## src/rtl/core/stbs_pkg.sv

```systemverilog
package stbs_pkg;

   localparam int POS_W      = 9;
   localparam int VAL_W      = 32;
   localparam int CSR_ADDR_W = 2;
   localparam int CSR_DATA_W = 32;

   localparam logic FUNC_LOAD   = 1'b0;
   localparam logic FUNC_SEARCH = 1'b1;

   localparam logic [CSR_ADDR_W-1:0] REG_COUNT_ADDR = 2'd0;

   // request from the sequencer to the store, positions counted from 1
   typedef struct packed {
      logic                    wr_en;
      logic [POS_W-1:0]        wr_pos;
      logic signed [VAL_W-1:0] wr_data;
      logic                    rd_en;
      logic [POS_W-1:0]        rd_pos;
   } mem_req_type;

endpackage

```

## src/rtl/core/stbs_csr.sv

```systemverilog
module stbs_csr import stbs_pkg::*; (
   input  logic                  clock,
   input  logic                  reset,
   input  logic                  csr_psel,
   input  logic                  csr_penable,
   input  logic                  csr_pwrite,
   input  logic [CSR_ADDR_W-1:0] csr_paddr,
   input  logic [CSR_DATA_W-1:0] csr_pwdata,
   output logic [CSR_DATA_W-1:0] csr_prdata,
   output logic                  csr_pready,
   output logic [POS_W-1:0]      count_in_use
);

   logic [POS_W-1:0] count_ff;
   logic [POS_W-1:0] count_in;
   logic             wr_hit;

   assign csr_pready = 1'b1;
   assign wr_hit = csr_psel && csr_penable && csr_pwrite && csr_pready &&
                   (csr_paddr == REG_COUNT_ADDR);

   always_comb begin
      count_in = count_ff;
      if (wr_hit) begin
         count_in = csr_pwdata[POS_W-1:0];
      end
   end

   always_ff @(posedge clock) begin
      if (reset) begin
         count_ff <= '0;
      end else begin
         count_ff <= count_in;
      end
   end

   always_comb begin
      csr_prdata = '0;
      if (csr_paddr == REG_COUNT_ADDR) begin
         csr_prdata = CSR_DATA_W'(count_ff);
      end
   end

   assign count_in_use = count_ff;

endmodule

```

## config.mk

```make
export PLATFORM = sky130hd
export DESIGN_NAME = stbs_csr
export DESIGN_NICKNAME = d
export VERILOG_FILES = /design/src/rtl/core/stbs_pkg.sv /design/src/rtl/core/stbs_csr.sv
export SDC_FILE = /design/constraint.sdc
export NUM_CORES = 1
export LEC_CHECK = 0
export ABC_AREA = 1
export BUFFER_PORTS_ARGS = -buffer_cell sky130_fd_sc_hd__buf_2
export CORE_MARGIN = 1
export CORE_UTILIZATION = 29
export DETAILED_ROUTE_END_ITERATION = 12
export GPL_TIMING_DRIVEN = 0
export PLACE_DENSITY_LB_ADDON = 0.2
export RECOVER_POWER = 50
export SYNTH_ARGS = -nofsm -noshare
export SYNTH_HDL_FRONTEND = slang
export SYNTH_SLANG_ARGS = --single-unit
```

## constraint.sdc

```tcl
create_clock -name clock -period 0.8 [get_ports clock]
set_input_delay 0.08 -clock clock [delete_from_list [all_inputs] [get_ports clock]]
set_output_delay 0.08 -clock clock [all_outputs]
set_load 0.02 [all_outputs]
```

==> impl_metrics.toml <==
[global_route]
overflow = 0
grt_start_max_net_pins = 11
grt_pass1_vias = 578
antenna_found_initial = 0
grtUsageTotal_pct = 11.9
grt_pass1_wl_um = 2310

[power_and_ir_drop]
p_sw_share_pct = 33.1
ir_drop_mv = 0.479
pwr-share-clk_pct = 28.9
power_frac_seq_pct = 38.7
power_mw = 1.21
leakage_nw = 0.658
pwr-share-comb_pct = 32.4
power.density_mw_per_mm2 = 1010
p_int_mw = 0.811
switchingPower_mw = 0.401

[die]
die_y_um = 50.9
die_w_um = 50.9
core-area_mm2 = 0.00223
die_area_mm2 = 0.00259
initial_core_util_pct = 31.0
io_pins = 81
rows = 17

[layout]
synthToLayoutAreaGrowth_pct = 73.6
drive_gt1_share_pct = 57.1
n_fill_cell = 244
largest_reg_flops = 9
instances_no_fill = 198
nets = 210
n_antenna_cell = 0
multi_input_area_um2 = 400
regArea_um2 = 191

[route]
num_vias = 700
drtIter0Drc = 3
ant_nets = 0
wire_per_inst_um = 7.40
drt-pass1-iter-count = 2
routed_wl_um = 1470
routed_via_density = 3.54
route.detailed.drc = 0

[sta]
min_period_over_period_pct = 115
skew_ps = 0
max_freq_mhz = 1080
slew_violations = 0
rsz0062_at_grt = "yes"
fin_setup_tns_ps = -1250
fin_crit_ps = 923
setup_viol = 17
hold_viol = 0
setup_slack_ps = -123

[placed_design]
hpwl_um = 1160
gp_congestion = 0.717
io_buffers = 33
pre_cts_ws_ps = -112
dp.cells = 191

[setup_path]
crit_slowest_cell = "dfxtp_2"
required_ps = 720
critPathBufInv = 2
crit_path_end_kind = "primary output"
cp_max_fo = 3
worstPathArrival_ps = 840
max_stage_delay_ps = 350
path_class = "reg -> out"
critPathTopFamily = "flip-flops"
path_cells = "inv_2 > nor2_4 > buf_6"
worstSetupStartpointType = "register"

[clock_tree]
insertion_delay_ps = 260
cts.sink_count = 9
cts_hold_buf = 0
htree_num_levels = 1
path_clk_slew_ps = 60
cts_buffer_depth = 2
cts_buffers = 3
cts_tree = "built"
ctsRootBufferMaster = "clkbuf_4"

[logic_synthesis]
ys_seq_area_share_pct = 26.0
netlist_area_um2 = 693
syn_area_per_cell_um2 = 6.42
post_synth_num_cell_types = 14
ys_warn_count = 0
ys_ff_latch = 9
syn_inst = 108

[run_status]
status = "finished, violations left"
violations = "setup timing"

[job]
max_cap_viol_count = 0

[min_path]
hold_class = "in -> reg"
## Yosys cell counts (all sizes together)
| cell type | count | area [um^2] |
|---|---|---|
| buf | 24 | 180 |
| clkinv | 1 | 3.75 |
| conb | 2 | 7.51 |
| dfxtp | 9 | 180 |
| inv | 21 | 78.8 |
| nand2 | 11 | 48.8 |
| nand3 | 10 | 55.1 |
| nor2 | 30 | 139 |
## kinds of logic (layout without fill, tap and decap cells)
logic type | after synthesis | in the layout | share of synthesized area [%]
buffers and inverters | 46 | 86 | 37.9
flip-flops | 9 | 9 | 26.0
other | 2 | 24 | 1.08
AND/OR/NAND/NOR | 51 | 51 | 35.0
## path summary, 6_finish.rpt
path,startpoint,to,slack [ps],depth (start not counted)
max,count_in_use[2],csr_prdata[2],-120,3
min reg2reg,count_in_use[0],count_in_use[0],500,2
min,csr_pwdata[5],count_in_use[5],140,5
max reg2reg,count_in_use[8],count_in_use[8],100,3
## worst min-delay path, stage by stage
cell	delay (ps)
buf_2	70
inv_1	30
nand3_1	60
nand2_1	40
nor2_1	70
## area by class of cell
type / count / area share, %
multi-input cells: 75 / 33.3
repair buffers: 36 / 23.9
flip-flops and latches: 9 / 15.9
plain buffers: 24 / 15.0
inverters: 22 / 6.86
well taps: 28 / 2.91
clock buffers: 4 / 2.18
## stage by stage
| step | util, % | cell area, um^2 | hold slack, ps |
|---|---|---|---|
| 6_report | 53.9 | 1200 | 142 |
| 2_1_floorplan | - | 843 | 299 |
| 3_5_place_dp | 46.7 | 1040 | 404 |
| 4_1_cts | 52.9 | 1180 | 134 |
| 3_3_place_gp | 46.7 | 1040 | 394 |
| 5_1_grt | 53.9 | 1200 | 153 |
## per-layer routing
| layer | share of wire, % | vias up | routed length, um | track usage, % |
|---|---|---|---|---|
| met5 | 0 | - | 0 | 0 |
| met4 | 0 | 0 | 0 | 2.78 |
| met3 | 7.8 | 0 | 114 | 3.87 |
| met2 | 51 | 33 | 745 | 21.6 |
| met1 | 41 | 276 | 606 | 13.4 |
| li1 | - | 391 | - | - |
## power by group through the flow
stage                     logic, mW  clock network, mW  registers, mW
after global routing          0.426              0.388          0.471
after global placement        0.369                  0          0.474
final                         0.392              0.350          0.469
after floorplan               0.290                  0          0.486
after CTS                     0.387              0.356          0.468
after detailed placement      0.372                  0          0.475
## timing repair
action,4_1_cts,5_1_grt
endpoints found under the setup margin,18,18
resized for setup,44,7
pin swaps,9,0
buffers inserted,3,0
## layout by cell type, fill, tap and decap left out
master	count
buf_4	30
conb_1	24
nor2_1	18
buf_6	15
buf_2	14
inv_2	12
nor2_4	10
nand2_1	10
inv_1	9
nand3_1	9
dfxtp_2	9
clkbuf_4	3
clkbuf_1	2
nand2_4	1
nand3_2	1
nor2_8	1
nor2_2	1
clkinv_1	1
Note: power is estimated with default switching activity, not from simulation.
