==> src/rtl/core/stbs_pkg.sv <==
package stbs_pkg;

   localparam int POS_W      = 9;
   localparam int VAL_W      = 32;
   localparam int CSR_ADDR_W = 2;
   localparam int CSR_DATA_W = 32;

   localparam logic FUNC_LOAD   = 1'b0;
   localparam logic FUNC_SEARCH = 1'b1;

   localparam logic [CSR_ADDR_W-1:0] REG_COUNT_ADDR = 2'd0;

   // request from the sequencer to the store, positions counted from 1
   typedef struct packed {
      logic                    wr_en;
      logic [POS_W-1:0]        wr_pos;
      logic signed [VAL_W-1:0] wr_data;
      logic                    rd_en;
      logic [POS_W-1:0]        rd_pos;
   } mem_req_type;

endpackage

==> src/rtl/core/stbs_chan_if.sv <==
interface stbs_req_if import stbs_pkg::*; ();
   logic                    valid;
   logic                    ready;
   logic                    func;
   logic [POS_W-1:0]        position;
   logic signed [VAL_W-1:0] entry_value;
   logic signed [VAL_W-1:0] search_key;

   modport source (output valid, output func, output position, output entry_value,
                   output search_key, input ready);
   modport sink   (input valid, input func, input position, input entry_value,
                   input search_key, output ready);
endinterface

interface stbs_rsp_if import stbs_pkg::*; ();
   logic             valid;
   logic             ready;
   logic             found;
   logic [POS_W-1:0] match_position;

   modport source (output valid, output found, output match_position, input ready);
   modport sink   (input valid, input found, input match_position, output ready);
endinterface

==> src/rtl/core/stbs_seq.sv <==
module stbs_seq import stbs_pkg::*; #(
   parameter int DEPTH = 256
) (
   input  logic                    clock,
   input  logic                    reset,
   input  logic [POS_W-1:0]        count_in_use,
   stbs_req_if.sink                req_bus,
   stbs_rsp_if.source              rsp_bus,
   output mem_req_type             mem_req,
   input  logic signed [VAL_W-1:0] rd_data
);

   localparam logic [1:0] ST_IDLE   = 2'd0;
   localparam logic [1:0] ST_SEARCH = 2'd1;
   localparam logic [1:0] ST_FINAL  = 2'd2;

   logic [1:0]              state_ff, state_in;
   logic [POS_W-1:0]        left_ff, left_in;
   logic [POS_W-1:0]        right_ff, right_in;
   logic [POS_W-1:0]        mid_ff, mid_in;
   logic signed [VAL_W-1:0] key_ff, key_in;
   logic                    empty_ff, empty_in;
   logic                    rsp_valid_ff, rsp_valid_in;
   logic                    found_ff, found_in;
   logic [POS_W-1:0]        match_ff, match_in;

   logic             accept;
   logic [POS_W-1:0] n_lim;
   logic             in_range;
   logic             less;
   logic             slot_free;
   logic [POS_W-1:0] step_left;
   logic [POS_W-1:0] step_right;
   logic [POS_W:0]   mid_sum;
   logic [POS_W-1:0] mid_pos;
   logic             narrowing;
   logic             hit;

   assign req_bus.ready = (state_ff == ST_IDLE);
   assign accept = req_bus.valid && req_bus.ready;

   assign n_lim = (32'(count_in_use) > DEPTH) ? POS_W'(DEPTH) : count_in_use;
   assign in_range = (req_bus.position != '0) && (32'(req_bus.position) <= DEPTH);

   assign less = rd_data < key_ff;
   assign slot_free = !rsp_valid_ff || rsp_bus.ready;
   assign hit = !empty_ff && (rd_data == key_ff);

   // bounds fed to the shared midpoint unit: start of a search or one halving step
   always_comb begin
      if (state_ff == ST_IDLE) begin
         step_left  = POS_W'(1);
         step_right = n_lim;
      end else if (less) begin
         step_left  = POS_W'(mid_ff + POS_W'(1));
         step_right = right_ff;
      end else begin
         step_left  = left_ff;
         step_right = mid_ff;
      end
   end

   assign mid_sum   = {1'b0, step_left} + {1'b0, step_right};
   assign mid_pos   = mid_sum[POS_W:1];
   assign narrowing = step_left < step_right;

   always_comb begin
      state_in     = state_ff;
      left_in      = left_ff;
      right_in     = right_ff;
      mid_in       = mid_ff;
      key_in       = key_ff;
      empty_in     = empty_ff;
      rsp_valid_in = rsp_valid_ff && !rsp_bus.ready;
      found_in     = found_ff;
      match_in     = match_ff;
      mem_req      = '0;
      mem_req.wr_pos  = req_bus.position;
      mem_req.wr_data = req_bus.entry_value;
      mem_req.rd_pos  = narrowing ? mid_pos : step_right;

      unique case (state_ff)
         ST_IDLE: begin
            if (accept && (req_bus.func == FUNC_LOAD)) begin
               mem_req.wr_en = in_range;
            end else if (accept) begin
               key_in   = req_bus.search_key;
               left_in  = step_left;
               right_in = step_right;
               mid_in   = mid_pos;
               if (n_lim == '0) begin
                  empty_in = 1'b1;
                  state_in = ST_FINAL;
               end else begin
                  empty_in      = 1'b0;
                  mem_req.rd_en = 1'b1;
                  state_in      = narrowing ? ST_SEARCH : ST_FINAL;
               end
            end
         end
         ST_SEARCH: begin
            left_in       = step_left;
            right_in      = step_right;
            mid_in        = mid_pos;
            mem_req.rd_en = 1'b1;
            // once the range has closed the read fetches the final position
            state_in      = narrowing ? ST_SEARCH : ST_FINAL;
         end
         ST_FINAL: begin
            if (slot_free) begin
               rsp_valid_in = 1'b1;
               found_in     = hit;
               match_in     = hit ? right_ff : '0;
               state_in     = ST_IDLE;
            end
         end
         default: begin
            state_in = ST_IDLE;
         end
      endcase
   end

   always_ff @(posedge clock) begin
      if (reset) begin
         state_ff     <= ST_IDLE;
         rsp_valid_ff <= 1'b0;
      end else begin
         state_ff     <= state_in;
         rsp_valid_ff <= rsp_valid_in;
      end
   end

   always_ff @(posedge clock) begin
      left_ff  <= left_in;
      right_ff <= right_in;
      mid_ff   <= mid_in;
      key_ff   <= key_in;
      empty_ff <= empty_in;
      found_ff <= found_in;
      match_ff <= match_in;
   end

   assign rsp_bus.valid          = rsp_valid_ff;
   assign rsp_bus.found          = found_ff;
   assign rsp_bus.match_position = match_ff;

endmodule

==> src/flat_wrapper.sv <==
// flat-port wrapper written by rule: the top's interface ports become plain ports
module stbs_seq_flat import stbs_pkg::*;
#(
   parameter int DEPTH = 256
)
  (clock, reset, count_in_use, mem_req, rd_data, req_bus_valid, req_bus_func, req_bus_position, req_bus_entry_value, req_bus_search_key, req_bus_ready, rsp_bus_valid, rsp_bus_found, rsp_bus_match_position, rsp_bus_ready);
  stbs_req_if req_bus_i ();
  stbs_rsp_if rsp_bus_i ();
  input  logic clock;
  input  logic reset;
  input  logic [POS_W-1:0] count_in_use;
  output mem_req_type mem_req;
  input  logic signed [VAL_W-1:0] rd_data;
  input wire logic [$bits(req_bus_i.valid)-1:0] req_bus_valid;
  input wire logic [$bits(req_bus_i.func)-1:0] req_bus_func;
  input wire logic [$bits(req_bus_i.position)-1:0] req_bus_position;
  input wire logic [$bits(req_bus_i.entry_value)-1:0] req_bus_entry_value;
  input wire logic [$bits(req_bus_i.search_key)-1:0] req_bus_search_key;
  output wire logic [$bits(req_bus_i.ready)-1:0] req_bus_ready;
  output wire logic [$bits(rsp_bus_i.valid)-1:0] rsp_bus_valid;
  output wire logic [$bits(rsp_bus_i.found)-1:0] rsp_bus_found;
  output wire logic [$bits(rsp_bus_i.match_position)-1:0] rsp_bus_match_position;
  input wire logic [$bits(rsp_bus_i.ready)-1:0] rsp_bus_ready;
  assign req_bus_i.valid = req_bus_valid;
  assign req_bus_i.func = req_bus_func;
  assign req_bus_i.position = req_bus_position;
  assign req_bus_i.entry_value = req_bus_entry_value;
  assign req_bus_i.search_key = req_bus_search_key;
  assign req_bus_ready = req_bus_i.ready;
  assign rsp_bus_valid = rsp_bus_i.valid;
  assign rsp_bus_found = rsp_bus_i.found;
  assign rsp_bus_match_position = rsp_bus_i.match_position;
  assign rsp_bus_i.ready = rsp_bus_ready;
  stbs_seq #(.DEPTH(DEPTH)) u_core (.clock(clock), .reset(reset), .count_in_use(count_in_use), .req_bus(req_bus_i), .rsp_bus(rsp_bus_i), .mem_req(mem_req), .rd_data(rd_data));
endmodule
==> config.mk <==
export PLATFORM = sky130hd
export DESIGN_NAME = stbs_seq_flat
export DESIGN_NICKNAME = d
export VERILOG_FILES = /design/src/rtl/core/stbs_pkg.sv /design/src/rtl/core/stbs_chan_if.sv /design/src/rtl/core/stbs_seq.sv /design/src/flat_wrapper.sv
export SDC_FILE = /design/constraint.sdc
export NUM_CORES = 1
export LEC_CHECK = 0
export BUFFER_PORTS_ARGS = -buffer_cell sky130_fd_sc_hd__clkbuf_2
export CAP_MARGIN = 10
export CORE_ASPECT_RATIO = 0.9
export CORE_MARGIN = 5
export CORE_UTILIZATION = 40
export CTS_CLUSTER_DIAMETER = 40
export DETAILED_ROUTE_END_ITERATION = 16
export PLACE_DENSITY = 0.68
export SETUP_SLACK_MARGIN = 0.05
export SLEW_MARGIN = 20
export SYNTH_ARGS = -nofsm -noshare
export SYNTH_HDL_FRONTEND = slang
export SYNTH_SLANG_ARGS = --single-unit
export TNS_END_PERCENT = 1
==> constraint.sdc <==
create_clock -name clock -period 5.6 [get_ports clock]
set_input_delay 0 -clock clock [delete_from_list [all_inputs] [get_ports clock]]
set_output_delay 0 -clock clock [all_outputs]
set_load 0.005 [all_outputs]
==> out/results.txt <==
Measured along the x axis, the die boundary spans 124 um. Global routing used 16.8% of the available tracks across all layers. In the synthesized netlist, the number of instances is 434.

The CTS H-tree depth was 3. Data on the critical path is required at its endpoint by 5.60 ns. The tools report the total number of yosys warnings as 0. Setup violations remaining at the end of the flow were counted as 0. At the pin with the least slew margin, the transition time is 0.892 ns. The power density over cell area was 502 nW/um^2; the data arrival time at the worst-slack endpoint was 5.11 ns. Across the routed clock network, the largest skew measured is 0.00659 ns. On the critical path the largest part of the delay comes from compound AO/OA/AOI/OAI gates. The final critical path takes up 91.3% of the cycle. In this run, synthesis produced a sequential element count of 73.

The number of clock buffers added by TritonCTS is 9. The critical path is of the reg2out type. In this run the worst path has a maximum fanout of 21. The die boundary height was 112 um; the number of global-route vias before repair was 3813. The via count was 3621. The clock network is responsible for 22.1% of the overall power.

The root buffer cell is clkbuf_16. In this run switching power makes up 37.2% of total power. The worst setup path is captured at an output pin. For this configuration, the core starts out at a cell density of 40.8%.

TritonCTS built the clock tree. The final non-filler cell area is 5920 sq um, and the first-pass GRT wire length is 18.3 mm. Clock-pin slew was measured on the worst setup and hold paths at 0.06 ns. The worst pin sits at a relative slew slack of 40.4%.

Leakage power total: 2.77 nW. In this run the cell area of the synthesized design comes to 4660 sq um. In this run the count of I/O pins placed on the die edge is 183. edfxtp_1 is the most common cell in the netlist. The synthesized design devotes to its leading area cell type 45.1% of total area. The signal on the critical path passes through inv_1 -> ha_1 -> nand4_1 -> nor3_1 -> a221oi_1 -> nor3b_2 -> a21o_1 -> buf_4 -> nor2_1 -> a211oi_1 -> ha_1 -> a21o_1 -> a21oi_1 -> o21bai_1 -> a21oi_1 -> o21bai_1 -> a311o_1 -> a21oi_4 -> buf_4 -> mux2_2 -> clkbuf_2. The post-layout net count was 731. Hold timing on the final database bottoms out at a slack of 0.00000183 ns. For the finished layout, the period the worst path requires is 5.11 ns. The worst setup path is launched from a flip-flop. Dividing the detail-routed via count by the number of cells gives 5.01. The count of nets left with antenna violations once routing finished came out at 0. After synthesis, the cell types taking the most area are edfxtp_1, ha_1, buf_4, inv_1, mux2i_1. Number of max-cap violations: 0. Once placement finished, the instance area stood at 5190 sq um.

The logs give 0.00187 W for the internal power of the cells and 13900 sq um for the die outline area. Input and output buffers added on the ports amount to 118. After the first detailed-routing iteration, the DRC count stood at 205. Summing the sequential cell areas from Yosys gives 46.4% of the chip area.

The count of endpoints failing hold in the final timing report is 0, and the mean routed wirelength per cell is 15.9 um. The number of buffers and inverters on the critical path is 4. The final max-slew violation count is 0, and the post-synthesis average cell area is 10.7 sq um. The post-route setup TNS was 0 ns; the proportion of power drawn by combinational gates was 47.1%. In this run the worst hold path is classified as in2out. The clock net in this run drives a total of 73 sinks.

The switching power summed over all nets was 0.00111 W; the number of enable flip-flop cells after synthesis was 70. The total overflow left after global routing is 0. On the critical path, the stage with the largest delay is an instance of a311o_1. The insertion delay of the later-clocked pin in the worst-skew pair came out at 0.33 ns. The worst-case IR drop observed on VDD is 0.326 mV.

Counting distinct cell types in the post-synthesis netlist gives 53. The detailed-route DRC error count was 0. Detailed placement finished with a half-perimeter wire length of 8.68 mm. The largest net degree at the start of global routing was 34.

The deepest clock path buffer count was 2. The synthesized design spends more area on one cell type than any other, namely edfxtp_1. Setup repair after global routing left no endpoint under its margin. Total power for the finished layout comes to 0.00297 W. The delay contributed by the slowest stage of the critical path was 0.41 ns; the total nets after synthesis was 603. Cells with a size suffix above 1 make up 28.2% of the layout.

The final layout contains routed wiring with a total length of 11.5 mm. The area growth from synthesis to layout is 27.1%. Most instantiated flip-flop cell in the synthesis netlist: edfxtp_1.

The global placement routability congestion was 0.989; the number of detailed-route iterations in the first pass was 4. The repair_antennas step left the layout with diodes totalling 0. The initial antenna violation count was 0; the upper clock frequency limit was 0.196 GHz. Of all flip-flops after synthesis, the portion carrying an async set or reset was 0%.

By count the netlist is led by edfxtp_1, inv_1, ha_1. Sequential cells burn 30.8% of the power. The flow ran to the end, and the final reports show no timing, DRC or antenna violations. The floorplan has 37 rows. The core region area was 11400 sq um.
sequential cells by signal (all words and copies together) (netlist names):
name,flops
u_core.key_ff,32
u_core.left_ff,9
u_core.mid_ff,9
u_core.right_ff,9
u_core.rsp_bus.match_position,9
u_core.state_ff,2
u_core.empty_ff,1
u_core.rsp_bus.found,1
u_core.rsp_bus.valid,1
final cells by class:
| class | count | area [sq um] |
|---|---|---|
| Fill cell | 1034 | 5510 |
| Sequential cell | 73 | 2160 |
| Multi-Input combinational cell | 259 | 1980 |
| Timing Repair Buffer | 164 | 1030 |
| Clock buffer | 9 | 225 |
| Inverter | 55 | 206 |
| Tap cell | 156 | 195 |
| Clock inverter | 7 | 119 |
path summary, 6_finish.rpt:
path	start	to	slack, ns	cells after the start
worst max-delay path	u_core.key_ff[29]$_DFFE_PP_	mem_req[0]	0.49	21
worst min-delay path	req_bus_entry_value[0]	mem_req[10]	0.000002	0
worst max register to register	u_core.key_ff[29]$_DFFE_PP_	u_core.mid_ff[8]$_DFFE_PP_	1.00	21
worst min register to register	u_core.right_ff[3]$_DFFE_PP_	u_core.rsp_bus.match_position[3]$_SDFFCE_PN0P_	0.56	1
worst reg2reg max path: stages (launching register included):
cell,delay [ns]
edfxtp_1,0.36
inv_1,0.07
ha_1,0.25
nand4_1,0.18
nor3_1,0.09
a221oi_1,0.32
nor3b_2,0.31
a21o_1,0.19
buf_4,0.27
mux2i_1,0.23
nor2_1,0.09
a31oi_1,0.40
inv_1,0.11
ha_1,0.22
a21o_1,0.19
nor2b_1,0.13
o21ai_0,0.14
nand2b_1,0.09
a21oi_1,0.15
nor2_1,0.08
o31ai_1,0.31
a21boi_0,0.15
what timing repair did:
item                                    CTS  global route
resized for setup                         0             3
setup buffers                             0             2
hold buffers                             34             0
endpoints found under the setup margin    0             9
hold endpoints to repair                 34             0
cells in the final DEF, fill, tap and decap left out, types with 9 or more instances in the layout:
master         instances
nand3_1               11
dlygate4sd3_1         34
o21ai_0                9
nor2_1                26
inv_1                 53
and2_1                11
edfxtp_1              70
buf_4                 11
clkbuf_2             118
a21oi_1               22
ha_1                  49
mux2i_1               14
clkbuf_16              9
nand2_1               18
per-stage QoR:
| stage | setup slack [ns] | util [%] | std cells |
|---|---|---|---|
| global placement | 0.663 | 45.4 | 671 |
| global route | 0.0678 | 51.8 | 723 |
| CTS | 0.143 | 51.4 | 721 |
| detailed placement | 0.514 | 45.4 | 671 |
| floorplan | 1.07 | - | 434 |
| finish | 0.490 | 51.8 | 723 |
layer usage:
layer,vias to the layer above,share of wire (%),global-route usage (%)
met4,0,1.5,4.87
met2,157,46,26.7
met1,1674,43,22.2
met5,-,0,0
li1,1770,-,-
met3,20,9.1,4.74
power groups by stage:
stage | Sequential, W | Combinational [W] | Clock, W
after floorplan | 0.000901 | 0.000864 | 0
after global routing | 0.000931 | 0.00157 | 0.000696
final | 0.000915 | 0.00140 | 0.000657
after detailed placement | 0.000926 | 0.00130 | 0
after CTS | 0.000915 | 0.00133 | 0.000666
after global placement | 0.000920 | 0.00129 | 0
cell families (layout without fill, tap and decap cells):
kind of cell	count (synthesis)	count (layout)	share of synthesized area [%]
compound gates	75	75	10.6
buf+inv	102	235	11.6
simple gates	105	105	12.0
flops	73	73	46.4
xor+xnor	14	14	2.63
fa+ha+maj	50	50	13.6
mux	15	15	3.25
Note: power is estimated with default switching activity, not from simulation.
